--- src/hw/rtl/assert_macros.svh ---
// Assertion shorthands shared by the date conversion RTL.
// Every module that uses them has ports named clock and reset.
`ifndef ASSERT_MACROS_SVH
`define ASSERT_MACROS_SVH

// Same-cycle implication, switched off while reset is high
`define ASSERT_IMPLIES(label, ante, cons, msg) \
   label: assert property (@(posedge clock) disable iff (reset) (ante) |-> (cons)) \
      else $error(msg);

// Next-cycle implication, switched off while reset is high
`define ASSERT_NEXT(label, ante, cons, msg) \
   label: assert property (@(posedge clock) disable iff (reset) (ante) |=> (cons)) \
      else $error(msg);

`endif

--- src/hw/rtl/dcdate_pkg.sv ---
package dcdate_pkg;

   // Field widths
   localparam int unsigned DayW    = 22;
   localparam int unsigned MsW     = 27;
   localparam int unsigned YearW   = 14;
   localparam int unsigned MonthW  = 4;
   localparam int unsigned MdayW   = 5;
   localparam int unsigned DoyW    = 9;
   localparam int unsigned WdayW   = 3;
   localparam int unsigned HourW   = 5;
   localparam int unsigned MinuteW = 6;
   localparam int unsigned SecondW = 6;

   // Input limits
   localparam logic [DayW-1:0] DayFirst = 22'd1;
   localparam logic [DayW-1:0] DayLast  = 22'd3652059;
   localparam logic [MsW-1:0]  MsLast   = 27'd86399999;

   // Time-of-day units
   localparam int unsigned HoursPerDay      = 24;
   localparam int unsigned MinutesPerHour   = 60;
   localparam int unsigned SecondsPerMinute = 60;
   localparam logic [MsW-1:0] MsPerHour   = 27'd3600000;
   localparam logic [MsW-1:0] MsPerMinute = 27'd60000;
   localparam logic [MsW-1:0] MsPerSecond = 27'd1000;

   // Remainder widths after each split
   localparam int unsigned RemHourW   = 22;
   localparam int unsigned RemMinuteW = 16;

   // Reciprocals for exact quotients: shift = input bits + ceil(log2(divisor))
   localparam int unsigned HourShift   = 49;
   localparam int unsigned HourRecipW  = 28;
   localparam logic [HourRecipW-1:0] HourRecip = HourRecipW'(
      ((64'd1 << HourShift) + 64'(MsPerHour) - 64'd1) / 64'(MsPerHour));

   localparam int unsigned MinuteShift  = 38;
   localparam int unsigned MinuteRecipW = 23;
   localparam logic [MinuteRecipW-1:0] MinuteRecip = MinuteRecipW'(
      ((64'd1 << MinuteShift) + 64'(MsPerMinute) - 64'd1) / 64'(MsPerMinute));

   localparam int unsigned SecondShift  = 26;
   localparam int unsigned SecondRecipW = 17;
   localparam logic [SecondRecipW-1:0] SecondRecip = SecondRecipW'(
      ((64'd1 << SecondShift) + 64'(MsPerSecond) - 64'd1) / 64'(MsPerSecond));

   // Time of day handed from the splitter to the top level
   typedef struct packed {
      logic [HourW-1:0]   hour;
      logic [MinuteW-1:0] minute;
      logic [SecondW-1:0] second;
   } tod_type;

endpackage

--- src/hw/rtl/day_count_to_calendar_date_unit.sv ---
// Day count to calendar date converter.
// Request: raise start with req_day_count (day 1 = 1 Jan of year 1) and
// req_msec_of_day; the transaction is taken on a clock edge where start is
// high and busy is low. A day count of zero counts as day 1, counts beyond
// 31 Dec 9999 and milliseconds beyond the day saturate.
// Response: rsp_valid is high for one cycle with year minus 1900, month
// (0 = Jan), day of month, day of year (0 = 1 Jan), weekday (0 = Sunday)
// and hour, minute, second. The receiver cannot stall; results are shown
// once and must be taken in that cycle.
// Throughput: one transaction per cycle, through the seven-stage
// pipeline (input clamp, year estimate by reciprocal multiply, century
// quotients, year-end sums, year selection, month search and
// day-of-month subtract, with the time split running alongside).
// Reset: synchronous; clears all stage valid bits, so nothing in flight is
// reported. busy is high during reset and in the cycle after it, and
// low from then on.
`include "assert_macros.svh"

module day_count_to_calendar_date_unit
   import dcdate_pkg::*;
(
   input  logic                    clock,
   input  logic                    reset,
   input  logic                    start,
   output logic                    busy,
   input  logic [DayW-1:0]         req_day_count,
   input  logic [MsW-1:0]          req_msec_of_day,
   output logic                    rsp_valid,
   output logic signed [YearW-1:0] rsp_year_from_1900,
   output logic [MonthW-1:0]       rsp_month_index,
   output logic [MdayW-1:0]        rsp_day_of_month,
   output logic [DoyW-1:0]         rsp_day_of_year,
   output logic [WdayW-1:0]        rsp_weekday,
   output logic [HourW-1:0]        rsp_hour,
   output logic [MinuteW-1:0]      rsp_minute,
   output logic [SecondW-1:0]      rsp_second
);

   localparam int unsigned PipeDepth = 7;

   // Year estimate days*400/146097, rounded down (never above the true year)
   localparam int unsigned YearShift  = 32;
   localparam int unsigned YearRecipW = 24;
   localparam logic [YearRecipW-1:0] YearRecip = YearRecipW'(
      ((64'd1 << YearShift) * 64'd400) / 64'd146097);
   localparam int unsigned YearProdW = DayW + YearRecipW;

   // Exact day count / 7
   localparam int unsigned DaysPerWeek = 7;
   localparam int unsigned WeekShift   = 25;
   localparam int unsigned WeekRecipW  = 23;
   localparam logic [WeekRecipW-1:0] WeekRecip = WeekRecipW'(
      ((64'd1 << WeekShift) + 64'(DaysPerWeek) - 64'd1) / 64'(DaysPerWeek));
   localparam int unsigned WeekProdW = DayW + WeekRecipW;
   localparam int unsigned WeekQuotW = 20;

   // Exact year / 100
   localparam int unsigned YearsPerCentury = 100;
   localparam int unsigned CentShift  = 21;
   localparam int unsigned CentRecipW = 15;
   localparam logic [CentRecipW-1:0] CentRecip = CentRecipW'(
      ((64'd1 << CentShift) + 64'(YearsPerCentury) - 64'd1) / 64'(YearsPerCentury));
   localparam int unsigned CentProdW = YearW + CentRecipW;
   localparam int unsigned CentQuotW = 8;

   // Days in years 1..y
   localparam int unsigned YearDaysW   = 23;
   localparam int unsigned DaysPerYear = 365;
   localparam int unsigned YearBase    = 1900;

   // Year candidates: estimate-1 up to estimate+2
   localparam int unsigned NumCand = 4;
   localparam int unsigned NumSums = 3;

   localparam int unsigned MonthsPerYear = 12;
   localparam int unsigned MarchIndex    = 2;
   localparam logic [DoyW-1:0] MonthStart [MonthsPerYear] = '{
      9'd0, 9'd31, 9'd59, 9'd90, 9'd120, 9'd151,
      9'd181, 9'd212, 9'd243, 9'd273, 9'd304, 9'd334
   };

   function automatic logic [YearW-1:0] year_cand(input logic [YearW-1:0] est,
                                                  input int unsigned idx);
      return est + YearW'(idx) - YearW'(1);
   endfunction

   function automatic logic [YearDaysW-1:0] year_end_days(input logic [YearW-1:0] year,
                                                          input logic [CentQuotW-1:0] cent);
      return YearDaysW'(year) * YearDaysW'(DaysPerYear) + YearDaysW'(year >> 2)
           - YearDaysW'(cent) + YearDaysW'(cent >> 2);
   endfunction

   // Days before the first of a 0-based month
   function automatic logic [DoyW-1:0] month_first(input logic [MonthW-1:0] month,
                                                   input logic leap);
      logic [DoyW-1:0] first;
      first = MonthStart[month];
      if (leap && month >= MonthW'(MarchIndex)) begin
         first = first + DoyW'(1);
      end
      return first;
   endfunction

   logic busy_ff;
   logic accept;
   logic valid_s1_ff, valid_s2_ff, valid_s3_ff, valid_s4_ff;
   logic valid_s5_ff, valid_s6_ff, rsp_valid_ff;

   // Stage 1: clamped inputs
   logic [DayW-1:0] days_s1_ff, days_s1_in;
   logic [MsW-1:0]  ms_s1_ff, ms_s1_in;

   // Stage 2: year estimate, week quotient
   logic [YearProdW-1:0] year_prod;
   logic [WeekProdW-1:0] week_prod;
   logic [DayW-1:0]      days_s2_ff;
   logic [YearW-1:0]     est_s2_ff, est_s2_in;
   logic [WeekQuotW-1:0] week_quot_s2_ff, week_quot_s2_in;

   // Stage 3: century quotients of the candidates, weekday
   logic [CentProdW-1:0] cent_prod [NumCand];
   logic [DayW-1:0]      week_diff;
   logic [DayW-1:0]      days_s3_ff;
   logic [YearW-1:0]     est_s3_ff;
   logic [CentQuotW-1:0] cent_s3_ff [NumCand];
   logic [CentQuotW-1:0] cent_s3_in [NumCand];
   logic [WdayW-1:0]     wday_s3_ff, wday_s3_in;

   // Stage 4: year-end day sums, century-year flags
   logic [DayW-1:0]      days_s4_ff;
   logic [YearW-1:0]     est_s4_ff;
   logic [CentQuotW-1:0] cent_s4_ff [NumCand];
   logic                 century_s4_ff [NumCand];
   logic                 century_s4_in [NumCand];
   logic [YearDaysW-1:0] sum_s4_ff [NumSums];
   logic [YearDaysW-1:0] sum_s4_in [NumSums];
   logic [WdayW-1:0]     wday_s4_ff;

   // Stage 5: selected year, day of year, leap flag
   logic [YearDaysW-1:0] base_days;
   logic [YearDaysW-1:0] doy_diff;
   logic [CentQuotW-1:0] sel_cent;
   logic                 sel_century;
   logic [YearW-1:0]     year_s5_ff, year_s5_in;
   logic [DoyW-1:0]      doy_s5_ff, doy_s5_in;
   logic                 leap_s5_ff, leap_s5_in;
   logic [WdayW-1:0]     wday_s5_ff;

   // Stage 6: month
   logic [YearW-1:0]  year_s6_ff;
   logic [DoyW-1:0]   doy_s6_ff;
   logic              leap_s6_ff;
   logic [MonthW-1:0] month_s6_ff, month_s6_in;
   logic [WdayW-1:0]  wday_s6_ff;

   // Stage 7: response registers
   logic [YearW-1:0]   year_out_ff, year_out_in;
   logic [MonthW-1:0]  month_out_ff;
   logic [DoyW-1:0]    mday_diff;
   logic [MdayW-1:0]   mday_out_ff, mday_out_in;
   logic [DoyW-1:0]    doy_out_ff, doy_out_in;
   logic [WdayW-1:0]   wday_out_ff;
   tod_type            tod_out_ff;

   logic    tod_valid;
   tod_type tod;

   assign accept = start && !busy_ff;

   // Stage 1: saturate the inputs
   always_comb begin
      priority if (req_day_count == '0) begin
         days_s1_in = DayFirst;
      end else if (req_day_count > DayLast) begin
         days_s1_in = DayLast;
      end else begin
         days_s1_in = req_day_count;
      end
      ms_s1_in = (req_msec_of_day > MsLast) ? MsLast : req_msec_of_day;
   end

   // Stage 2: reciprocal multiplies
   assign year_prod       = YearProdW'(days_s1_ff) * YearProdW'(YearRecip);
   assign est_s2_in       = year_prod[YearShift +: YearW];
   assign week_prod       = WeekProdW'(days_s1_ff) * WeekProdW'(WeekRecip);
   assign week_quot_s2_in = week_prod[WeekShift +: WeekQuotW];

   // Stage 3: year/100 for each candidate, day count mod 7
   always_comb begin
      for (int i = 0; i < NumCand; i++) begin
         cent_prod[i]  = CentProdW'(year_cand(est_s2_ff, i)) * CentProdW'(CentRecip);
         cent_s3_in[i] = cent_prod[i][CentShift +: CentQuotW];
      end
   end
   assign week_diff  = days_s2_ff - DayW'(week_quot_s2_ff) * DayW'(DaysPerWeek);
   assign wday_s3_in = week_diff[WdayW-1:0];

   // Stage 4: days up to the end of the first three candidate years, century flags of all four
   always_comb begin
      for (int i = 0; i < NumSums; i++) begin
         sum_s4_in[i] = year_end_days(year_cand(est_s3_ff, i), cent_s3_ff[i]);
      end
      for (int i = 0; i < NumCand; i++) begin
         century_s4_in[i] = (year_cand(est_s3_ff, i)
                             == YearW'(cent_s3_ff[i]) * YearW'(YearsPerCentury));
      end
   end

   // Stage 5: first candidate from the estimate upward whose year end reaches the day
   always_comb begin
      priority if (sum_s4_ff[1] >= YearDaysW'(days_s4_ff)) begin
         year_s5_in  = year_cand(est_s4_ff, 1);
         base_days   = sum_s4_ff[0];
         sel_cent    = cent_s4_ff[1];
         sel_century = century_s4_ff[1];
      end else if (sum_s4_ff[2] >= YearDaysW'(days_s4_ff)) begin
         year_s5_in  = year_cand(est_s4_ff, 2);
         base_days   = sum_s4_ff[1];
         sel_cent    = cent_s4_ff[2];
         sel_century = century_s4_ff[2];
      end else begin
         year_s5_in  = year_cand(est_s4_ff, 3);
         base_days   = sum_s4_ff[2];
         sel_cent    = cent_s4_ff[3];
         sel_century = century_s4_ff[3];
      end
      doy_diff   = YearDaysW'(days_s4_ff) - base_days;
      doy_s5_in  = doy_diff[DoyW-1:0];
      leap_s5_in = (year_s5_in[1:0] == 2'b00) && (!sel_century || sel_cent[1:0] == 2'b00);
   end

   // Stage 6: month = number of month starts the day lies past
   always_comb begin
      logic [MonthW-1:0] month_count;
      month_count = '0;
      for (int k = 1; k < MonthsPerYear; k++) begin
         if (doy_s5_ff > month_first(MonthW'(k), leap_s5_ff)) begin
            month_count = month_count + MonthW'(1);
         end
      end
      month_s6_in = month_count;
   end

   // Stage 7: day of month and output formatting
   assign mday_diff   = doy_s6_ff - month_first(month_s6_ff, leap_s6_ff);
   assign mday_out_in = mday_diff[MdayW-1:0];
   assign doy_out_in  = doy_s6_ff - DoyW'(1);
   assign year_out_in = year_s6_ff - YearW'(YearBase);

   // Time of day split runs alongside stages 2 to 6
   dcdate_tod_split u_tod_split (
      .clock     (clock),
      .reset     (reset),
      .ms_valid  (valid_s1_ff),
      .ms_value  (ms_s1_ff),
      .tod_valid (tod_valid),
      .tod       (tod)
   );

   // Control: busy and the valid chain
   always_ff @(posedge clock) begin
      if (reset) begin
         busy_ff      <= 1'b1;
         valid_s1_ff  <= 1'b0;
         valid_s2_ff  <= 1'b0;
         valid_s3_ff  <= 1'b0;
         valid_s4_ff  <= 1'b0;
         valid_s5_ff  <= 1'b0;
         valid_s6_ff  <= 1'b0;
         rsp_valid_ff <= 1'b0;
      end else begin
         busy_ff      <= 1'b0;
         valid_s1_ff  <= accept;
         valid_s2_ff  <= valid_s1_ff;
         valid_s3_ff  <= valid_s2_ff;
         valid_s4_ff  <= valid_s3_ff;
         valid_s5_ff  <= valid_s4_ff;
         valid_s6_ff  <= valid_s5_ff;
         rsp_valid_ff <= valid_s6_ff;
      end
   end

   // Payload registers
   always_ff @(posedge clock) begin
      days_s1_ff      <= days_s1_in;
      ms_s1_ff        <= ms_s1_in;
      days_s2_ff      <= days_s1_ff;
      est_s2_ff       <= est_s2_in;
      week_quot_s2_ff <= week_quot_s2_in;
      days_s3_ff      <= days_s2_ff;
      est_s3_ff       <= est_s2_ff;
      wday_s3_ff      <= wday_s3_in;
      days_s4_ff      <= days_s3_ff;
      est_s4_ff       <= est_s3_ff;
      wday_s4_ff      <= wday_s3_ff;
      for (int i = 0; i < NumCand; i++) begin
         cent_s3_ff[i]    <= cent_s3_in[i];
         cent_s4_ff[i]    <= cent_s3_ff[i];
         century_s4_ff[i] <= century_s4_in[i];
      end
      for (int i = 0; i < NumSums; i++) begin
         sum_s4_ff[i] <= sum_s4_in[i];
      end
      year_s5_ff   <= year_s5_in;
      doy_s5_ff    <= doy_s5_in;
      leap_s5_ff   <= leap_s5_in;
      wday_s5_ff   <= wday_s4_ff;
      year_s6_ff   <= year_s5_ff;
      doy_s6_ff    <= doy_s5_ff;
      leap_s6_ff   <= leap_s5_ff;
      month_s6_ff  <= month_s6_in;
      wday_s6_ff   <= wday_s5_ff;
      year_out_ff  <= year_out_in;
      month_out_ff <= month_s6_ff;
      mday_out_ff  <= mday_out_in;
      doy_out_ff   <= doy_out_in;
      wday_out_ff  <= wday_s6_ff;
      tod_out_ff   <= tod;
   end

   assign busy               = busy_ff;
   assign rsp_valid          = rsp_valid_ff;
   assign rsp_year_from_1900 = year_out_ff;
   assign rsp_month_index    = month_out_ff;
   assign rsp_day_of_month   = mday_out_ff;
   assign rsp_day_of_year    = doy_out_ff;
   assign rsp_weekday        = wday_out_ff;
   assign rsp_hour           = tod_out_ff.hour;
   assign rsp_minute         = tod_out_ff.minute;
   assign rsp_second         = tod_out_ff.second;

   `ASSERT_IMPLIES(a_latency, start && !busy, ##PipeDepth rsp_valid,
                   "accepted transaction not answered")
   `ASSERT_IMPLIES(a_no_spurious, rsp_valid, $past(start && !busy, PipeDepth),
                   "response without a request")
   `ASSERT_IMPLIES(a_doy_range, valid_s5_ff,
                   doy_s5_ff != '0 && doy_s5_ff <= DoyW'(DaysPerYear + 1),
                   "year selection missed")
   `ASSERT_IMPLIES(a_tod_aligned, 1'b1, tod_valid == valid_s6_ff,
                   "time of day out of step with the date stages")
   `ASSERT_IMPLIES(a_date_range, rsp_valid,
                   rsp_month_index < MonthW'(MonthsPerYear) && rsp_day_of_month != '0
                   && rsp_weekday < WdayW'(DaysPerWeek),
                   "date field out of range")

endmodule

--- src/hw/rtl/dcdate_tod_split.sv ---
`include "assert_macros.svh"

module dcdate_tod_split
   import dcdate_pkg::*;
(
   input  logic           clock,
   input  logic           reset,
   input  logic           ms_valid,
   input  logic [MsW-1:0] ms_value,
   output logic           tod_valid,
   output tod_type        tod
);

   localparam int unsigned HourProdW   = MsW + HourRecipW;
   localparam int unsigned MinuteProdW = RemHourW + MinuteRecipW;
   localparam int unsigned SecondProdW = RemMinuteW + SecondRecipW;

   // Valid bits, one per stage
   logic valid_s2_ff, valid_s3_ff, valid_s4_ff, valid_s5_ff, valid_s6_ff;

   logic [MsW-1:0]        ms_s2_ff;
   logic [HourW-1:0]      hour_s2_ff, hour_s2_in;
   logic [HourW-1:0]      hour_s3_ff, hour_s4_ff, hour_s5_ff;
   logic [RemHourW-1:0]   rem_hour_s3_ff, rem_hour_s3_in, rem_hour_s4_ff;
   logic [MinuteW-1:0]    minute_s4_ff, minute_s4_in, minute_s5_ff;
   logic [RemMinuteW-1:0] rem_minute_s5_ff, rem_minute_s5_in;
   tod_type               tod_s6_ff, tod_s6_in;

   logic [HourProdW-1:0]   hour_prod;
   logic [MsW-1:0]         hour_diff;
   logic [MinuteProdW-1:0] minute_prod;
   logic [RemHourW-1:0]    minute_diff;
   logic [SecondProdW-1:0] second_prod;

   // Stage 2: hour quotient
   assign hour_prod  = HourProdW'(ms_value) * HourProdW'(HourRecip);
   assign hour_s2_in = hour_prod[HourShift +: HourW];

   // Stage 3: milliseconds left within the hour
   assign hour_diff      = ms_s2_ff - MsW'(hour_s2_ff) * MsPerHour;
   assign rem_hour_s3_in = hour_diff[RemHourW-1:0];

   // Stage 4: minute quotient
   assign minute_prod  = MinuteProdW'(rem_hour_s3_ff) * MinuteProdW'(MinuteRecip);
   assign minute_s4_in = minute_prod[MinuteShift +: MinuteW];

   // Stage 5: milliseconds left within the minute
   assign minute_diff      = rem_hour_s4_ff
                           - RemHourW'(minute_s4_ff) * RemHourW'(MsPerMinute);
   assign rem_minute_s5_in = minute_diff[RemMinuteW-1:0];

   // Stage 6: second quotient, assemble result
   assign second_prod      = SecondProdW'(rem_minute_s5_ff) * SecondProdW'(SecondRecip);
   assign tod_s6_in.hour   = hour_s5_ff;
   assign tod_s6_in.minute = minute_s5_ff;
   assign tod_s6_in.second = second_prod[SecondShift +: SecondW];

   // Valid chain
   always_ff @(posedge clock) begin
      if (reset) begin
         valid_s2_ff <= 1'b0;
         valid_s3_ff <= 1'b0;
         valid_s4_ff <= 1'b0;
         valid_s5_ff <= 1'b0;
         valid_s6_ff <= 1'b0;
      end else begin
         valid_s2_ff <= ms_valid;
         valid_s3_ff <= valid_s2_ff;
         valid_s4_ff <= valid_s3_ff;
         valid_s5_ff <= valid_s4_ff;
         valid_s6_ff <= valid_s5_ff;
      end
   end

   // Payload registers
   always_ff @(posedge clock) begin
      ms_s2_ff         <= ms_value;
      hour_s2_ff       <= hour_s2_in;
      hour_s3_ff       <= hour_s2_ff;
      rem_hour_s3_ff   <= rem_hour_s3_in;
      hour_s4_ff       <= hour_s3_ff;
      rem_hour_s4_ff   <= rem_hour_s3_ff;
      minute_s4_ff     <= minute_s4_in;
      hour_s5_ff       <= hour_s4_ff;
      minute_s5_ff     <= minute_s4_ff;
      rem_minute_s5_ff <= rem_minute_s5_in;
      tod_s6_ff        <= tod_s6_in;
   end

   assign tod_valid = valid_s6_ff;
   assign tod       = tod_s6_ff;

   `ASSERT_IMPLIES(a_rem_hour_range, valid_s3_ff, rem_hour_s3_ff < RemHourW'(MsPerHour), "hour quotient off by one")
   `ASSERT_NEXT(a_rem_minute_range, valid_s4_ff, rem_minute_s5_ff < RemMinuteW'(MsPerMinute), "minute quotient off by one")
   `ASSERT_IMPLIES(a_tod_range, tod_valid, tod.hour < HourW'(HoursPerDay) && tod.minute < MinuteW'(MinutesPerHour) && tod.second < SecondW'(SecondsPerMinute), "time of day out of range")

endmodule

--- config.mk ---
export PLATFORM = sky130hd
export DESIGN_NAME = day_count_to_calendar_date_unit
export DESIGN_NICKNAME = d
export VERILOG_FILES = /design/src/hw/rtl/dcdate_pkg.sv /design/src/hw/rtl/day_count_to_calendar_date_unit.sv /design/src/hw/rtl/dcdate_tod_split.sv
export VERILOG_INCLUDE_DIRS = /design/src /design/src/hw/rtl
export SDC_FILE = /design/constraint.sdc
export NUM_CORES = 2
export LEC_CHECK = 0
export ABC_CLOCK_PERIOD_IN_PS = 16700
export BUFFER_PORTS_ARGS = -buffer_cell sky130_fd_sc_hd__buf_2
export CORE_MARGIN = 2
export CORE_UTILIZATION = 60
export DETAILED_ROUTE_END_ITERATION = 6
export GPL_TIMING_DRIVEN = 0
export HOLD_SLACK_MARGIN = 0.02
export PLACE_DENSITY_LB_ADDON = 0.3
export SLEW_MARGIN = 20
export SYNTH_ARGS = -nofsm -noshare
export SYNTH_HDL_FRONTEND = slang
export SYNTH_SLANG_ARGS = --single-unit
--- constraint.sdc ---
create_clock -name clock -period 16.7 [get_ports clock]
set_input_delay 5.01 -clock clock [delete_from_list [all_inputs] [get_ports clock]]
set_output_delay 5.01 -clock clock [all_outputs]
set_load 0.03 [all_outputs]
==> reports/metrics.cfg <==
[status]
status=finished clean

[critical_path]
worstPathRequired_ps=17340
end_kind=register
r2r-start=est_s2_ff[1]$_DFF_P_
r2r_slack_ps=7480
path_buf_inv=7
path_common_cell=inv_1
cp_max_fo=12
cp.depth=28
cp-endpoint=cent_s3_ff[0][7]$_DFF_P_
arrival_ps=9850
max_stage_delay_ps=690
crit_path_top_delay_cell=dfxtp_1
worstSetupPathType=reg2reg
r2r-end=cent_s3_ff[0][7]$_DFF_P_
ff2ff_path_depth=28
crit_family=adder cells
crit_path_start_kind=register
critPathLaunch=est_s2_ff[1]$_DFF_P_

[timing]
finalClockSkew_ps=63.1
tightestPinTransition_ps=1090
fin_crit_ps=9220
hold_viol_final=0
fin_tns_setup_ps=0
drv_slew=0
setup_viol=0
fin_crit_sh_pct=55.2
max_freq_mhz=109
slew_headroom_pct=27.0
rsz0062_at_grt=no

[global_route]
antenna_found_initial=0
gr-total-overflow=0
grt_pass1_wl_um=270000
grt_start_max_net_pins=19
met1_usage_pct=34.9
top_usage_layer=met2
grt_pass1_vias=53600
grt.total_usage_pct=25.8
gr-usage-met3_pct=3.25
gr-usage-met2_pct=44.3

[logic_synthesis]
syn-cell-area_um2=76400
ys_seq_area_share_pct=13.2
netlist_instances=7372
syn_nets=10400
synth_ff_type=dfxtp_1
yosysWarnings=0
avgSynthCellArea_um2=10.4
synth_edf_count=0
synth_top_area_share_pct=32.6
synth_commonest_cells=inv_1, ha_1, fa_1
synth_cell_type_count=79
synth_top_area_cell=fa_1
ys_seq_elements=505
synth.most_common_cell=inv_1
netlist_top_cells_area=fa_1, ha_1, dfxtp_1
synthArstFlopShare_pct=0

[placement]
dp_hpwl_um=139000
gp_congestion=0.943
postPlaceCellArea_um2=79000
port_buffers=105

[cells_and_area]
area_delta_synth_final_pct=5.98
n_antenna_cell=0
n_fill_cell=10000
nets=10600
drive_gt1_share_pct=3.59
postLayoutCellArea_um2=81000

[floorplanning]
die_w_um=361
rows=130
die_h_um=361
io_pins=106
die_area_um2=130000
start_util_pct=60.6
core-area_um2=126000

[route]
drc=0
routedWlPerCell_um=17.2
viasPerCell=5.27
firstDrtPassIters=5
drt-initial-drc-count=2327
drt_wl_total_um=159000
vias=48600
antenna_left=0

[clock_tree]
post_cts_buffers=0
cts_buffers=58
cts_max_path_buffers=3
cts.htree.levels=2
clock_latency_ps=710
post_cts_resized=0
cts.clk_slew.worst_paths_ps=70
hold_buffers=0
root_buffer=clkbuf_16
cts_tree=built
clock-sinks=505

[flow_run]
cap_violations=0

[hold_path]
hp-class=reg2reg

## per-layer routing
metal | vias up | share of wire (%)
li1 | 23300 | -
met1 | 24200 | 44
met2 | 934 | 49
met3 | 233 | 5.0
met4 | 0 | 2.3
met5 | - | 0
## area by class of cell
type	count	area, µm²	area share [%]
Buffer	34	146	0.181
Clock buffer	71	1510	1.86
Clock inverter	37	455	0.562
Inverter	2145	8060	9.96
Multi-Input combinational cell	4688	58100	71.8
Sequential cell	505	10100	12.5
Tap cell	1650	2060	2.55
Timing Repair Buffer	105	526	0.649
## cell families after synthesis
logic type | Yosys count | synth area share [%]
buf+inv | 2179 | 10.7
flops | 505 | 13.2
mux | 25 | 0.341
compound gates | 606 | 5.20
simple gates | 659 | 4.40
fa+ha+maj | 3016 | 61.6
xor+xnor | 382 | 4.47
## cells in the final DEF, fill, tap and decap left out, drive strengths merged, types with 10 or more instances in the layout
cell	synthesis	routed
ha	1771	1771
a21boi	13	13
clkinv	1	15
nand2	127	127
o21ai	110	110
mux2i	17	17
nor2b	55	55
a31oi	21	21
o21a	36	36
dfxtp	505	505
xor2	94	94
a211oi	20	20
a21oi	176	176
clkbuf	26	97
nor4	16	16
or2	37	37
nand4	53	53
clkinvlp	0	10
and2	16	16
o211ai	13	13
nor2	136	136
inv	2144	2152
buf	8	113
nor3	59	59
nand2b	46	46
and3	25	25
o21bai	23	23
a21o	107	107
fa	1245	1245
xnor2	287	287
nand3	61	61
a211o	10	10
## how the worst min path moves through the flow
stage / slack, ps / to / from / depth (start not counted)
after floorplan: 310 / days_s3_ff[10]$_DFF_P_ / days_s2_ff[10]$_DFF_P_ / 0
after global placement: 310 / wday_s5_ff[2]$_DFF_P_ / wday_s4_ff[2]$_DFF_P_ / 0
after detailed placement: 310 / days_s3_ff[21]$_DFF_P_ / days_s2_ff[21]$_DFF_P_ / 0
after CTS: 270 / u_tod_split.rem_minute_s5_ff[0]$_DFF_P_ / u_tod_split.rem_hour_s4_ff[0]$_DFF_P_ / 0
after global routing: 270 / u_tod_split.rem_minute_s5_ff[0]$_DFF_P_ / u_tod_split.rem_hour_s4_ff[0]$_DFF_P_ / 0
final: 260 / u_tod_split.rem_minute_s5_ff[0]$_DFF_P_ / u_tod_split.rem_hour_s4_ff[0]$_DFF_P_ / 0
## metrics by stage
| stage | setup slack (ps) | instances | utilization [%] | hold slack, ps |
|---|---|---|---|---|
| floorplan | 9510 | 7372 | - | 310 |
| CTS | 7470 | 9235 | 64.2 | 268 |
| global route | 6810 | 9235 | 64.2 | 270 |
| finish | 7480 | 9235 | 64.2 | 262 |
| detailed placement | 7550 | 9127 | 62.7 | 312 |
| global placement | 7520 | 9127 | 62.7 | 310 |
## registers in the layout, indices dropped and copies added (netlist names), 16 cells and up
signal                        count
sum_s4_ff                        55
cent_s3_ff                       32
ms_s1_ff                         27
days_s1_ff                       22
days_s2_ff                       22
days_s3_ff                       22
days_s4_ff                       22
u_tod_split.ms_s2_ff             22
u_tod_split.rem_hour_s3_ff       22
u_tod_split.tod                  17
u_tod_split.rem_hour_s4_ff       16
u_tod_split.rem_minute_s5_ff     16
Power is not shown: default switching activity piles up to over one toggle a cycle in this logic, so the estimate is an artifact.
